## config.mk

```make
export PLATFORM = sky130hd
export DESIGN_NAME = crc8fc_frame_tracker
export DESIGN_NICKNAME = d
export VERILOG_FILES = /design/src/rtl/core/crc8fc_pkg.sv /design/src/rtl/core/crc8fc_frame_tracker.sv
export SDC_FILE = /design/constraint.sdc
export NUM_CORES = 1
export LEC_CHECK = 0
export BUFFER_PORTS_ARGS = -buffer_cell sky130_fd_sc_hd__buf_2
export CAP_MARGIN = 5
export CORE_MARGIN = 2
export CORE_UTILIZATION = 60
export CTS_CLUSTER_SIZE = 14
export DETAILED_ROUTE_END_ITERATION = 8
export GPL_TIMING_DRIVEN = 0
export PLACE_DENSITY_LB_ADDON = 0.1
export REMOVE_ABC_BUFFERS = 1
export SYNTH_ARGS = -nofsm -noshare
export SYNTH_HDL_FRONTEND = slang
export SYNTH_SLANG_ARGS = --single-unit
```

## constraint.sdc

```tcl
create_clock -name clk -period 5.5 [get_ports clk]
set_input_delay 1.1 -clock clk [delete_from_list [all_inputs] [get_ports clk]]
set_output_delay 1.1 -clock clk [all_outputs]
set_load 0.02 [all_outputs]
```

## src/rtl/core/crc8fc_pkg.sv

```systemverilog
// shared types, constants and functions of the crc-8 framed command checker
`timescale 1ns / 1ps

package crc8fc_pkg;

  localparam int unsigned CountW   = 17;
  localparam int unsigned AddrW    = 4;
  localparam int unsigned DataW    = 32;

  localparam logic [7:0]        CrcPoly  = 8'h8C;
  localparam logic [7:0]        CrcInit  = 8'h42;
  localparam logic [CountW-1:0] CountMax = 17'h1FFFF;
  localparam logic [15:0]       LenLoMask = 16'h00FF;

  // byte positions within a frame
  localparam logic [CountW-1:0] PosStart1 = 17'd0;
  localparam logic [CountW-1:0] PosStart2 = 17'd1;
  localparam logic [CountW-1:0] PosStart3 = 17'd2;
  localparam logic [CountW-1:0] PosLenHi  = 17'd3;
  localparam logic [CountW-1:0] PosLenLo  = 17'd4;
  localparam logic [CountW-1:0] PosFunc   = 17'd5;

  // register indexes
  localparam logic [1:0] RegStart1  = 2'd0;
  localparam logic [1:0] RegStart2  = 2'd1;
  localparam logic [1:0] RegStart3  = 2'd2;
  localparam logic [1:0] RegChannel = 2'd3;

  // function codes
  localparam logic [7:0] FuncZero  = 8'h00;
  localparam logic [7:0] FuncOne   = 8'h01;
  localparam logic [7:0] FuncTwo   = 8'h02;
  localparam logic [7:0] FuncThree = 8'h03;

  // channel kinds
  localparam logic ChanDatagram = 1'b0;

  // frame kinds
  localparam logic [2:0] KindNone      = 3'd0;
  localparam logic [2:0] KindSearch    = 3'd1;
  localparam logic [2:0] KindCubeSet   = 3'd2;
  localparam logic [2:0] KindReset     = 3'd3;
  localparam logic [2:0] KindAnimStart = 3'd4;
  localparam logic [2:0] KindAnimStop  = 3'd5;

  typedef struct packed {
    logic [7:0] start_byte_one;
    logic [7:0] start_byte_two;
    logic [7:0] start_byte_three;
    logic       channel_kind;
  } cfg_t;

  // reflected crc-8, one byte, unrolled over its eight bits
  function automatic logic [7:0] crc_next(input logic [7:0] crc, input logic [7:0] b);
    logic [7:0] c;
    c = crc ^ b;
    for (int i = 0; i < 8; i++) begin
      if (c[0]) begin
        c = (c >> 1) ^ CrcPoly;
      end else begin
        c = c >> 1;
      end
    end
    return c;
  endfunction

  function automatic logic [2:0] classify(input logic chan, input logic [7:0] func);
    logic [2:0] kind;
    kind = KindNone;
    if (chan == ChanDatagram) begin
      priority if (func == FuncZero) kind = KindSearch;
      else if (func == FuncOne)      kind = KindCubeSet;
      else if (func == FuncTwo)      kind = KindReset;
      else                           kind = KindNone;
    end else begin
      priority if (func == FuncOne) kind = KindCubeSet;
      else if (func == FuncTwo)     kind = KindAnimStart;
      else if (func == FuncThree)   kind = KindAnimStop;
      else                          kind = KindNone;
    end
    return kind;
  endfunction

endpackage

```

## src/rtl/core/crc8fc_frame_tracker.sv

```systemverilog
// per-frame state: byte count, running crc, header capture and final check
`timescale 1ns / 1ps

module crc8fc_frame_tracker (
  input  logic             clk,
  input  logic             rst_n,
  input  crc8fc_pkg::cfg_t cfg,
  input  logic             step,
  input  logic [7:0]       byte_value,
  input  logic             last_byte,
  output logic [2:0]       frame_kind
);

  logic [crc8fc_pkg::CountW-1:0] count_r, count_nxt;
  logic [7:0]                    crc_r, crc_nxt;
  logic                          hdr_ok_r, hdr_ok_nxt;
  logic [15:0]                   len_r, len_nxt;
  logic [7:0]                    func_r, func_nxt;
  logic [crc8fc_pkg::CountW-1:0] count_inc;
  logic                          frame_ok;

  assign count_inc = count_r + 1'b1;

  assign frame_ok = (count_r >= crc8fc_pkg::PosFunc) && (count_r < crc8fc_pkg::CountMax) &&
                    hdr_ok_r && (byte_value == crc_r) &&
                    ({1'b0, len_r} == count_inc);

  always_comb begin
    frame_kind = crc8fc_pkg::KindNone;
    if (last_byte && frame_ok) begin
      // six-byte frame: the last byte doubles as the function byte
      frame_kind = crc8fc_pkg::classify(cfg.channel_kind,
                     (count_r == crc8fc_pkg::PosFunc) ? byte_value : func_r);
    end
  end

  always_comb begin
    count_nxt  = count_r;
    crc_nxt    = crc_r;
    hdr_ok_nxt = hdr_ok_r;
    len_nxt    = len_r;
    func_nxt   = func_r;
    if (step) begin
      if (last_byte) begin
        count_nxt  = '0;
        crc_nxt    = crc8fc_pkg::CrcInit;
        hdr_ok_nxt = 1'b1;
        len_nxt    = '0;
        func_nxt   = '0;
      end else begin
        if (count_r == crc8fc_pkg::PosStart1 && byte_value != cfg.start_byte_one)
          hdr_ok_nxt = 1'b0;
        if (count_r == crc8fc_pkg::PosStart2 && byte_value != cfg.start_byte_two)
          hdr_ok_nxt = 1'b0;
        if (count_r == crc8fc_pkg::PosStart3 && byte_value != cfg.start_byte_three)
          hdr_ok_nxt = 1'b0;
        if (count_r == crc8fc_pkg::PosLenHi)
          len_nxt = (len_r & crc8fc_pkg::LenLoMask) | {byte_value, 8'd0};
        if (count_r == crc8fc_pkg::PosLenLo)
          len_nxt = (len_r & ~crc8fc_pkg::LenLoMask) | {8'd0, byte_value};
        if (count_r == crc8fc_pkg::PosFunc)
          func_nxt = byte_value;
        crc_nxt = crc8fc_pkg::crc_next(crc_r, byte_value);
        if (count_r < crc8fc_pkg::CountMax)
          count_nxt = count_inc;
      end
    end
  end

  always_ff @(posedge clk) begin
    if (!rst_n) begin
      count_r  <= '0;
      crc_r    <= crc8fc_pkg::CrcInit;
      hdr_ok_r <= 1'b1;
      len_r    <= '0;
      func_r   <= '0;
    end else begin
      count_r  <= count_nxt;
      crc_r    <= crc_nxt;
      hdr_ok_r <= hdr_ok_nxt;
      len_r    <= len_nxt;
      func_r   <= func_nxt;
    end
  end

`ifndef ASSERT_OFF
  a_clear_after_last: assert property (@(posedge clk) disable iff (!rst_n)
    (step && last_byte) |=> (count_r == '0 && crc_r == crc8fc_pkg::CrcInit && hdr_ok_r))
    else $error("frame state not cleared after last item");
  a_count_monotonic: assert property (@(posedge clk) disable iff (!rst_n)
    (step && !last_byte) |=> (count_r >= $past(count_r)))
    else $error("byte count went backwards inside a frame");
  a_kind_only_last: assert property (@(posedge clk) disable iff (!rst_n)
    (frame_kind != crc8fc_pkg::KindNone) |-> (last_byte && hdr_ok_r))
    else $error("frame kind set without a checked last byte");
`endif

endmodule

```

==> results of run 1 <==
-- how the worst max path moves through the flow --
stage / from / end / slack [ns]
final: count_r[0] / frame_kind[0] / 0.84
after global routing: count_r[0] / frame_kind[0] / 0.46
after CTS: count_r[0] / frame_kind[0] / 0.80
after detailed placement: byte_value[5] / frame_kind[0] / 1.06
after global placement: byte_value[5] / frame_kind[1] / 1.10
after floorplan: byte_value[5] / frame_kind[2] / 1.20
-- cell type report --
cell class	instances	share of cell area
timing repair buffer	40	0.05258
multi-input combinational	349	0.6280
inverter	16	0.01558
clock buffer	7	0.01980
tap	75	0.02434
sequential	50	0.2597
-- worst register-to-register path, stage by stage, from the launching register on --
cell     delay (ns)
dfxtp_1        0.62
nand4_2        0.24
or3_2          0.59
o21ai_1        0.68
buf_4          0.30
nor2_1         0.05
o21a_1         0.18
o21a_1         0.17
-- per-stage QoR --
stage                       util  std cells  hold WS, ns  area, µm²
after floorplan                -        415       0.4621       3482
after global placement    0.6369        529       0.4860       3771
after detailed placement  0.6369        529       0.5012       3771
after CTS                 0.6498        536       0.5137       3847
after global routing      0.6511        537       0.5354       3855
final                     0.6511        537       0.5152       3855
-- routing by layer --
| metal | share of wire | up-vias | track usage |
|---|---|---|---|
| li1 | - | 1616 | - |
| met4 | 0.011 | 0 | 0.07167 |
| met2 | 0.49 | 96 | 0.4831 |
| met5 | 0 | - | 0 |
| met3 | 0.064 | 11 | 0.04565 |
| met1 | 0.44 | 1554 | 0.3777 |
-- power by group through the flow --
stage | sequential (mW) | clock, mW | combinational [mW]
2_1_floorplan | 0.386 | 0 | 0.123
3_3_place_gp | 0.387 | 0 | 0.173
3_5_place_dp | 0.388 | 0 | 0.177
4_1_cts | 0.380 | 0.215 | 0.178
5_1_grt | 0.381 | 0.225 | 0.198
6_report | 0.379 | 0.211 | 0.179
-- cell families after synthesis --
group / Yosys count / share of synthesized area
buf+inv: 56 / 0.07162
flops: 50 / 0.2716
compound gates: 111 / 0.2033
xor+xnor: 65 / 0.1585
fa+ha+maj: 4 / 0.01358
simple gates: 165 / 0.2695
mux: 4 / 0.01188
-- Yosys cell counts, drive strengths merged, types with 3 or more instances --
| cell | number |
|---|---|
| and3 | 3 |
| inv | 16 |
| ha | 4 |
| nor2 | 21 |
| dfxtp | 50 |
| o21ai | 28 |
| nor3b | 6 |
| nor2b | 29 |
| nand4 | 11 |
| o21a | 7 |
| a22oi | 22 |
| or3 | 4 |
| or4 | 5 |
| nor4 | 11 |
| o22ai | 13 |
| buf | 21 |
| clkbuf | 19 |
| xnor2 | 43 |
| nand2 | 25 |
| nand3 | 8 |
| nor3 | 11 |
| a31oi | 4 |
| nand3b | 4 |
| and2 | 16 |
| xor2 | 21 |
| a21boi | 8 |
| a21oi | 13 |
| mux2 | 3 |
-- registers in the layout (all words and copies together), names as in the netlist --
| register | cells |
|---|---|
| count_r | 17 |
| len_r | 16 |
| crc_r | 8 |
| func_r | 8 |
| hdr_ok_r | 1 |
==> impl_metrics.env, run 1 <==
export IMPL_status="finished, final reports clean"
export IMPL_critPathMostFrequentCell="nand3_1"
export IMPL_drc_errors=0
export IMPL_synth_top_cell_area_share=0.2716
export IMPL_std_cell_rows=28
export IMPL_yosys_area_top_type="dfxtp_1"
export IMPL_cts_resized=0
export IMPL_clock_path_buffers=2
export IMPL_drt_iter0_drc=243
export IMPL_cp_buffers_inverters=1
export IMPL_pre_cts_ws_ns=1.056
export IMPL_wl_per_cell_um=16.90
export IMPL_vias=3277
export IMPL_cpMaxStageDelayCell="or4b_4"
export IMPL_power_density_mw_per_mm2=199.6
export IMPL_multi_input_area_mm2=0.002421
export IMPL_ys_ff_latch=50
export IMPL_avgSynthCellArea_um2=8.101
export IMPL_cts_buffers=5
export IMPL_path_class="register to output pin"
export IMPL_power_share_sequential=0.493
export IMPL_worstPathRequired_ns=4.40
export IMPL_grt_pass1_vias=3019
export IMPL_routed_wl_mm=9.077
export IMPL_leakage_nw=1.335
export IMPL_ir_drop_mv=0.1791
export IMPL_min_delay_start="hdr_ok_r"
export IMPL_critPathTopFamily="simple AND/OR/NAND/NOR gates"
export IMPL_relSlewSlack=0.4215
export IMPL_clock_power_share=0.274
export IMPL_total_power_uw=769.3
export IMPL_p_sw_uw=226.4
export IMPL_netSwitchingFraction=0.2943
export IMPL_finalCritPeriodShare=0.8479
export IMPL_cp_max_fo=10
export IMPL_grt_pass1_wl_mm=14.87
export IMPL_grt_overflow=0
export IMPL_num_nets_final=503
export IMPL_yosys_top_cells_area="dfxtp_1 27%, xnor2_1 10%, xor2_1 5.0%"
export IMPL_worst_slack_ns=0.8365
export IMPL_start_kind="register"
export IMPL_worst_pin_slew_ns=0.8612
export IMPL_die_h_um=82.38
export IMPL_rsz0062_at_grt="no"
export IMPL_path_clk_slew_ns=0.09
export IMPL_hold_class="register to register"
export IMPL_crit_chain="ha_1 -> nand3_1 -> nor4_1 -> xnor2_1 -> nand3_1 -> or4b_4 -> a2111oi_2 -> buf_2"
export IMPL_postCtsSetupBuffers=0
export IMPL_setup_viol=0
export IMPL_fillers=530
export IMPL_cp_arrival_ns=3.56
export IMPL_hold_viol=0
export IMPL_tns_ns=0
export IMPL_antenna_found_initial=0
export IMPL_core_area_mm2=0.005921
export IMPL_syn_inst=455
export IMPL_cp_depth=8
export IMPL_globalplace_congestion=0.8457
export IMPL_final_cell_mix="50 x dfxtp_1, 43 x xnor2_1, 39 x buf_2"
export IMPL_whs_path_depth=2
export IMPL_max_freq_mhz=214.4
export IMPL_min_period_ns=4.663
export IMPL_r2r_cells=7
export IMPL_h_tree_depth=2
export IMPL_final_max_slew_viol_count=0
export IMPL_pwr_share_comb=0.233
export IMPL_cts_root_buf="clkbuf_8"
export IMPL_async_flop_share=0
export IMPL_area_growth_pct=4.583
export IMPL_seqCellArea_mm2=0.001001
export IMPL_final_common_cell="dfxtp_1"
export IMPL_cp_slowest_stage_delay_ns=0.59
export IMPL_yosysSeqAreaShare=0.2716
export IMPL_rr_startpoint="count_r[2]"
export IMPL_io_pins=40
export IMPL_synth_edff_count=0
export IMPL_initial_utilization=0.6226
export IMPL_r2r_slack_ns=2.57
export IMPL_die_area_mm2=0.006786
export IMPL_cts_sinks=50
export IMPL_dp_final_hpwl_mm=6.429
export IMPL_synthFlopType="dfxtp_1"
export IMPL_rr_endpoint="count_r[14]"
export IMPL_worstSkewPairLatency_ns=0.31
export IMPL_syn_area_mm2=0.003686
export IMPL_cts_tree="built"
export IMPL_postCtsHoldBufs=0
export IMPL_endpoint_kind="output pin"
export IMPL_grt_max_degree=51
export IMPL_die_w_um=82.38
export IMPL_drt_pass1_iter_count=5
export IMPL_antenna_cells=0
export IMPL_synthDistinctLibCells=61
export IMPL_p_int_uw=542.9
export IMPL_hold_path_endpoint="hdr_ok_r"
export IMPL_fin_skew_ns=0.009062
export IMPL_drive_above_1_share=0.1364
export IMPL_numPortBuffers=39
export IMPL_avgViaCountPerCell=6.102
export IMPL_yosys_warnings=0
export IMPL_grtUsageTotal=0.2854
export IMPL_ant_nets=0
export IMPL_drv_cap=0
(Power assumes the default switching activity.)
==> run 2: changes to the inputs <==
clock period = 4.45 ns   (was 5.5 ns; I/O delays follow)
==> run 2 against run 1 <==
  * Global-route usage is essentially flat
  * Sequential cell count is the same
  * Sequential power grew 24%
  * Largest power group unchanged
==> impl_metrics.env, run 2 (synthesized netlist as in run 1, its figures left out) <==
export IMPL_status="finished, final reports clean"
export IMPL_grtUsageTotal=0.2856
export IMPL_path_class="register to output pin"
export IMPL_die_w_um=82.38
export IMPL_cts_sinks=50
export IMPL_drt_iter0_drc=239
export IMPL_clock_path_buffers=2
export IMPL_netSwitchingFraction=0.2928
export IMPL_ir_drop_mv=0.2215
export IMPL_path_clk_slew_ns=0.09
export IMPL_clock_power_share=0.273
export IMPL_cp_max_fo=10
export IMPL_vias=3255
export IMPL_antenna_found_initial=0
export IMPL_std_cell_rows=28
export IMPL_setup_viol=0
export IMPL_rsz0062_at_grt="no"
export IMPL_worst_pin_slew_ns=0.8873
export IMPL_ant_nets=0
export IMPL_multi_input_area_mm2=0.002435
export IMPL_final_max_slew_viol_count=0
export IMPL_p_sw_uw=277.8
export IMPL_drive_above_1_share=0.1450
export IMPL_power_density_mw_per_mm2=245.2
export IMPL_grt_overflow=0
export IMPL_cp_arrival_ns=3.24
export IMPL_cpMaxStageDelayCell="dfxtp_1"
export IMPL_pre_cts_ws_ns=0.3169
export IMPL_start_kind="register"
export IMPL_die_h_um=82.38
export IMPL_cts_root_buf="clkbuf_8"
export IMPL_pwr_share_comb=0.233
export IMPL_routed_wl_mm=9.087
export IMPL_grt_pass1_wl_mm=14.88
export IMPL_finalCritPeriodShare=0.9275
export IMPL_globalplace_congestion=0.8457
export IMPL_area_growth_pct=4.990
export IMPL_cts_buffers=5
export IMPL_final_common_cell="dfxtp_1"
export IMPL_seqCellArea_mm2=0.001002
export IMPL_cts_tree="built"
export IMPL_fin_skew_ns=0.009818
export IMPL_die_area_mm2=0.006786
export IMPL_cp_slowest_stage_delay_ns=0.52
export IMPL_grt_pass1_vias=3021
export IMPL_core_area_mm2=0.005921
export IMPL_leakage_nw=1.332
export IMPL_critPathTopFamily="compound AO/OA/AOI/OAI gates"
export IMPL_dp_final_hpwl_mm=6.429
export IMPL_relSlewSlack=0.4039
export IMPL_worstSkewPairLatency_ns=0.31
export IMPL_power_share_sequential=0.495
export IMPL_tns_ns=0
export IMPL_hold_viol=0
export IMPL_num_nets_final=503
export IMPL_numPortBuffers=39
export IMPL_largest_register_ff_count=17
export IMPL_worst_slack_ns=0.3224
export IMPL_antenna_cells=0
export IMPL_cp_buffers_inverters=1
export IMPL_hold_class="register to register"
export IMPL_worstPathRequired_ns=3.56
export IMPL_max_freq_mhz=242.3
export IMPL_min_period_ns=4.128
export IMPL_grt_max_degree=51
export IMPL_fillers=530
export IMPL_wl_per_cell_um=16.92
export IMPL_drc_errors=0
export IMPL_final_cell_mix="49 x dfxtp_1, 43 x xnor2_1, 39 x buf_2"
export IMPL_drv_cap=0
export IMPL_crit_chain="ha_2 -> nand3_2 -> nor3_1 -> a21oi_1 -> a311oi_1 -> o2111ai_1 -> a2111oi_2 -> buf_2"
export IMPL_top_regs="count_r x17, len_r x16"
export IMPL_h_tree_depth=2
export IMPL_top_register="count_r"
export IMPL_io_pins=40
export IMPL_initial_utilization=0.6226
export IMPL_endpoint_kind="output pin"
export IMPL_drt_pass1_iter_count=5
export IMPL_p_int_uw=671.1
export IMPL_avgViaCountPerCell=6.061
[run 2: tightest hold or removal path, stage by stage (launching register included)]
cell and delay [ns]:
dfxtp_1 0.32, o21ai_0 0.07, nand3_1 0.08
[run 2: final cells by class]
cell class              count  share of cell area
multi-input cells         349              0.6292
flip-flops and latches     50              0.2590
repair buffers             40             0.05238
well taps                  75             0.02425
clock buffers               7             0.01972
inverters                  16             0.01552
[run 2: metrics by stage]
stage / cell area [µm²] / hold WS [ns] / power, mW / std cells / util
5_1_grt: 3870 / 0.5354 / 0.9936 / 537 / 0.6536
3_5_place_dp: 3771 / 0.5012 / 0.6990 / 529 / 0.6369
4_1_cts: 3854 / 0.5137 / 0.9557 / 536 / 0.6509
6_report: 3870 / 0.5143 / 0.9489 / 537 / 0.6536
2_1_floorplan: 3482 / 0.4621 / 0.6291 / 415 / -
3_3_place_gp: 3771 / 0.4860 / 0.6924 / 529 / 0.6369
[run 2: layer usage]
metal,GRT usage,share of wire
met1,0.3783,0.46
met2,0.4831,0.49
met3,0.04565,0.045
met4,0.07167,0.0073
met5,0,0
[run 2: power by group through the flow]
stage | Combinational [mW] | Sequential [mW] | Clock [mW]
CTS | 0.220 | 0.469 | 0.266
detailed placement | 0.219 | 0.480 | 0
finish | 0.221 | 0.469 | 0.259
global route | 0.244 | 0.471 | 0.278
floorplan | 0.152 | 0.477 | 0
global placement | 0.214 | 0.479 | 0
[run 2: worst paths after layout]
kind / cells past startpoint / start / endpoint / slack, ns
setup / recovery: 8 / count_r[1] / frame_kind[1] / 0.32
setup reg to reg: 7 / count_r[2] / count_r[14] / 1.49
hold reg to reg: 2 / hdr_ok_r / hdr_ok_r / 0.51
hold / removal: 2 / hdr_ok_r / hdr_ok_r / 0.51
[run 2: what timing repair did]
action | in CTS | in global routing
setup endpoints to repair | 3 | 3
pin swaps | 0 | 0
setup buffers | 0 | 0
gates resized for setup | 1 | 3
hold buffers | 0 | 0
==> run 3: changes to the inputs <==
CORE_MARGIN = unset   (was 2)
CORE_UTILIZATION = 45   (was 60)
==> run 3 against run 2 <==
  * Fmax shrank 0.65%
  * Critical path depth is the same
  * Sequential power is essentially flat
  * Critical endpoint unchanged
==> impl_metrics.env, run 3 (synthesized netlist as in run 1, its figures left out) <==
export IMPL_cts_root_buf="clkbuf_8"
export IMPL_num_nets_final=502
export IMPL_wl_per_cell_um=17.00
export IMPL_grt_overflow=0
export IMPL_fin_skew_ns=0.005518
export IMPL_top_register="count_r"
export IMPL_drt_pass1_iter_count=4
export IMPL_cp_arrival_ns=3.26
export IMPL_min_period_ns=4.155
export IMPL_path_clk_slew_ns=0.09
export IMPL_start_kind="register"
export IMPL_drive_above_1_share=0.1558
export IMPL_final_common_cell="dfxtp_1"
export IMPL_cpMaxStageDelayCell="dfxtp_1"
export IMPL_antenna_cells=0
export IMPL_antenna_found_initial=0
export IMPL_max_freq_mhz=240.7
export IMPL_grt_pass1_wl_mm=15.94
export IMPL_std_cell_rows=32
export IMPL_cts_tree="built"
export IMPL_vias=3252
export IMPL_die_h_um=92.51
export IMPL_die_w_um=92.51
export IMPL_dp_final_hpwl_mm=6.747
export IMPL_drv_cap=0
export IMPL_drc_errors=0
export IMPL_grt_max_degree=51
export IMPL_ant_nets=0
export IMPL_path_class="register to output pin"
export IMPL_h_tree_depth=2
export IMPL_drt_iter0_drc=139
export IMPL_post_route_util=0.5106
export IMPL_rsz0062_at_grt="no"
export IMPL_worstPathRequired_ns=3.56
export IMPL_grt_pass1_vias=3069
export IMPL_relSlewSlack=0.3845
export IMPL_numPortBuffers=39
export IMPL_cp_max_fo=10
export IMPL_worst_pin_slew_ns=0.9162
export IMPL_cp_slowest_stage_delay_ns=0.51
export IMPL_cts_sinks=50
export IMPL_leakage_nw=1.379
export IMPL_power_density_mw_per_mm2=272.8
export IMPL_grtUsageTotal=0.2369
export IMPL_worstSkewPairLatency_ns=0.30
export IMPL_ir_drop_mv=0.2164
export IMPL_core_area_mm2=0.007807
export IMPL_routed_wl_mm=9.588
export IMPL_setup_viol=0
export IMPL_status="finished, final reports clean"
export IMPL_largest_register_ff_count=17
export IMPL_clock_path_buffers=2
export IMPL_hold_class="register to register"
export IMPL_globalplace_congestion=0.8100
export IMPL_area_growth_pct=8.147
export IMPL_hold_viol=0
export IMPL_cts_buffers=5
export IMPL_crit_chain="ha_2 -> nand3_2 -> nor2_1 -> o211ai_1 -> a311oi_1 -> o2111ai_1 -> a2111oi_2 -> buf_2"
export IMPL_final_max_slew_viol_count=0
export IMPL_initial_utilization=0.4721
export IMPL_tns_ns=0
export IMPL_finalCritPeriodShare=0.9336
export IMPL_die_area_mm2=0.008557
export IMPL_endpoint_kind="output pin"
export IMPL_top_regs="count_r x17, len_r x16"
export IMPL_io_pins=40
export IMPL_final_cell_mix="49 x dfxtp_1, 43 x xnor2_1, 39 x buf_2"
export IMPL_postCtsSetupBuffers=0
export IMPL_avgViaCountPerCell=5.766
run 3: stage by stage:
stage	power (mW)	hold WS [ns]	area, µm²	instances	setup slack, ns
after detailed placement	0.6989	0.4901	3805	556	0.2226
after global routing	1.143	0.5515	3986	564	0.03675
after floorplan	0.6291	0.4621	3482	415	0.5482
final	1.087	0.5055	3986	564	0.2953
after global placement	0.6962	0.4858	3805	556	0.2698
after CTS	1.098	0.5059	3959	564	0.1153
run 3: path summary, 6_finish.rpt:
path,startpoint,to,slack (ns),cells after the start
hold / removal,hdr_ok_r,hdr_ok_r,0.51,2
hold reg to reg,hdr_ok_r,hdr_ok_r,0.51,2
setup / recovery,count_r[1],frame_kind[1],0.30,8
setup reg to reg,count_r[2],count_r[3],1.65,6
run 3: layout make-up:
class | instances | area (µm²)
fillers | 792 | 3821
multi-input cells | 349 | 2459
flip-flops and latches | 50 | 1002
repair buffers | 39 | 195.2
well taps | 102 | 127.6
clock buffers | 6 | 82.58
clock inverters | 2 | 60.06
inverters | 16 | 60.06
run 3: critical path: cells and delay by family (launching register included):
kind | cells | cell delay [ns]
DFF | 1 | 0.51
AOI/OAI and AO/OA | 4 | 1.27
adders and majority gates | 1 | 0.35
buffers and inverters | 1 | 0.22
and+or+nand+nor | 2 | 0.61
run 3: where the power goes:
part           switching [mW]  internal [mW]  total (mW)  leakage (nW)
Clock                   0.158          0.240       0.398        0.0714
Combinational           0.118          0.102       0.220         0.903
Sequential            0.00976          0.460       0.469         0.404
Total                   0.286          0.802        1.09          1.38
run 3: repair_timing:
action	4_1_cts	5_1_grt
setup endpoints to repair	3	3
pin swaps	0	0
hold buffers	0	0
gates resized for setup	2	5
hold endpoints to repair	0	0
run 3: per-layer routing:
metal / vias to the layer above / routed length (µm) / global-route usage
met3: 11 / 253 / 0.03202
met2: 46 / 4579 / 0.3864
met1: 1577 / 4640 / 0.3280
li1: 1618 / - / -
met5: - / 0 / 0
met4: 0 / 115 / 0.05859
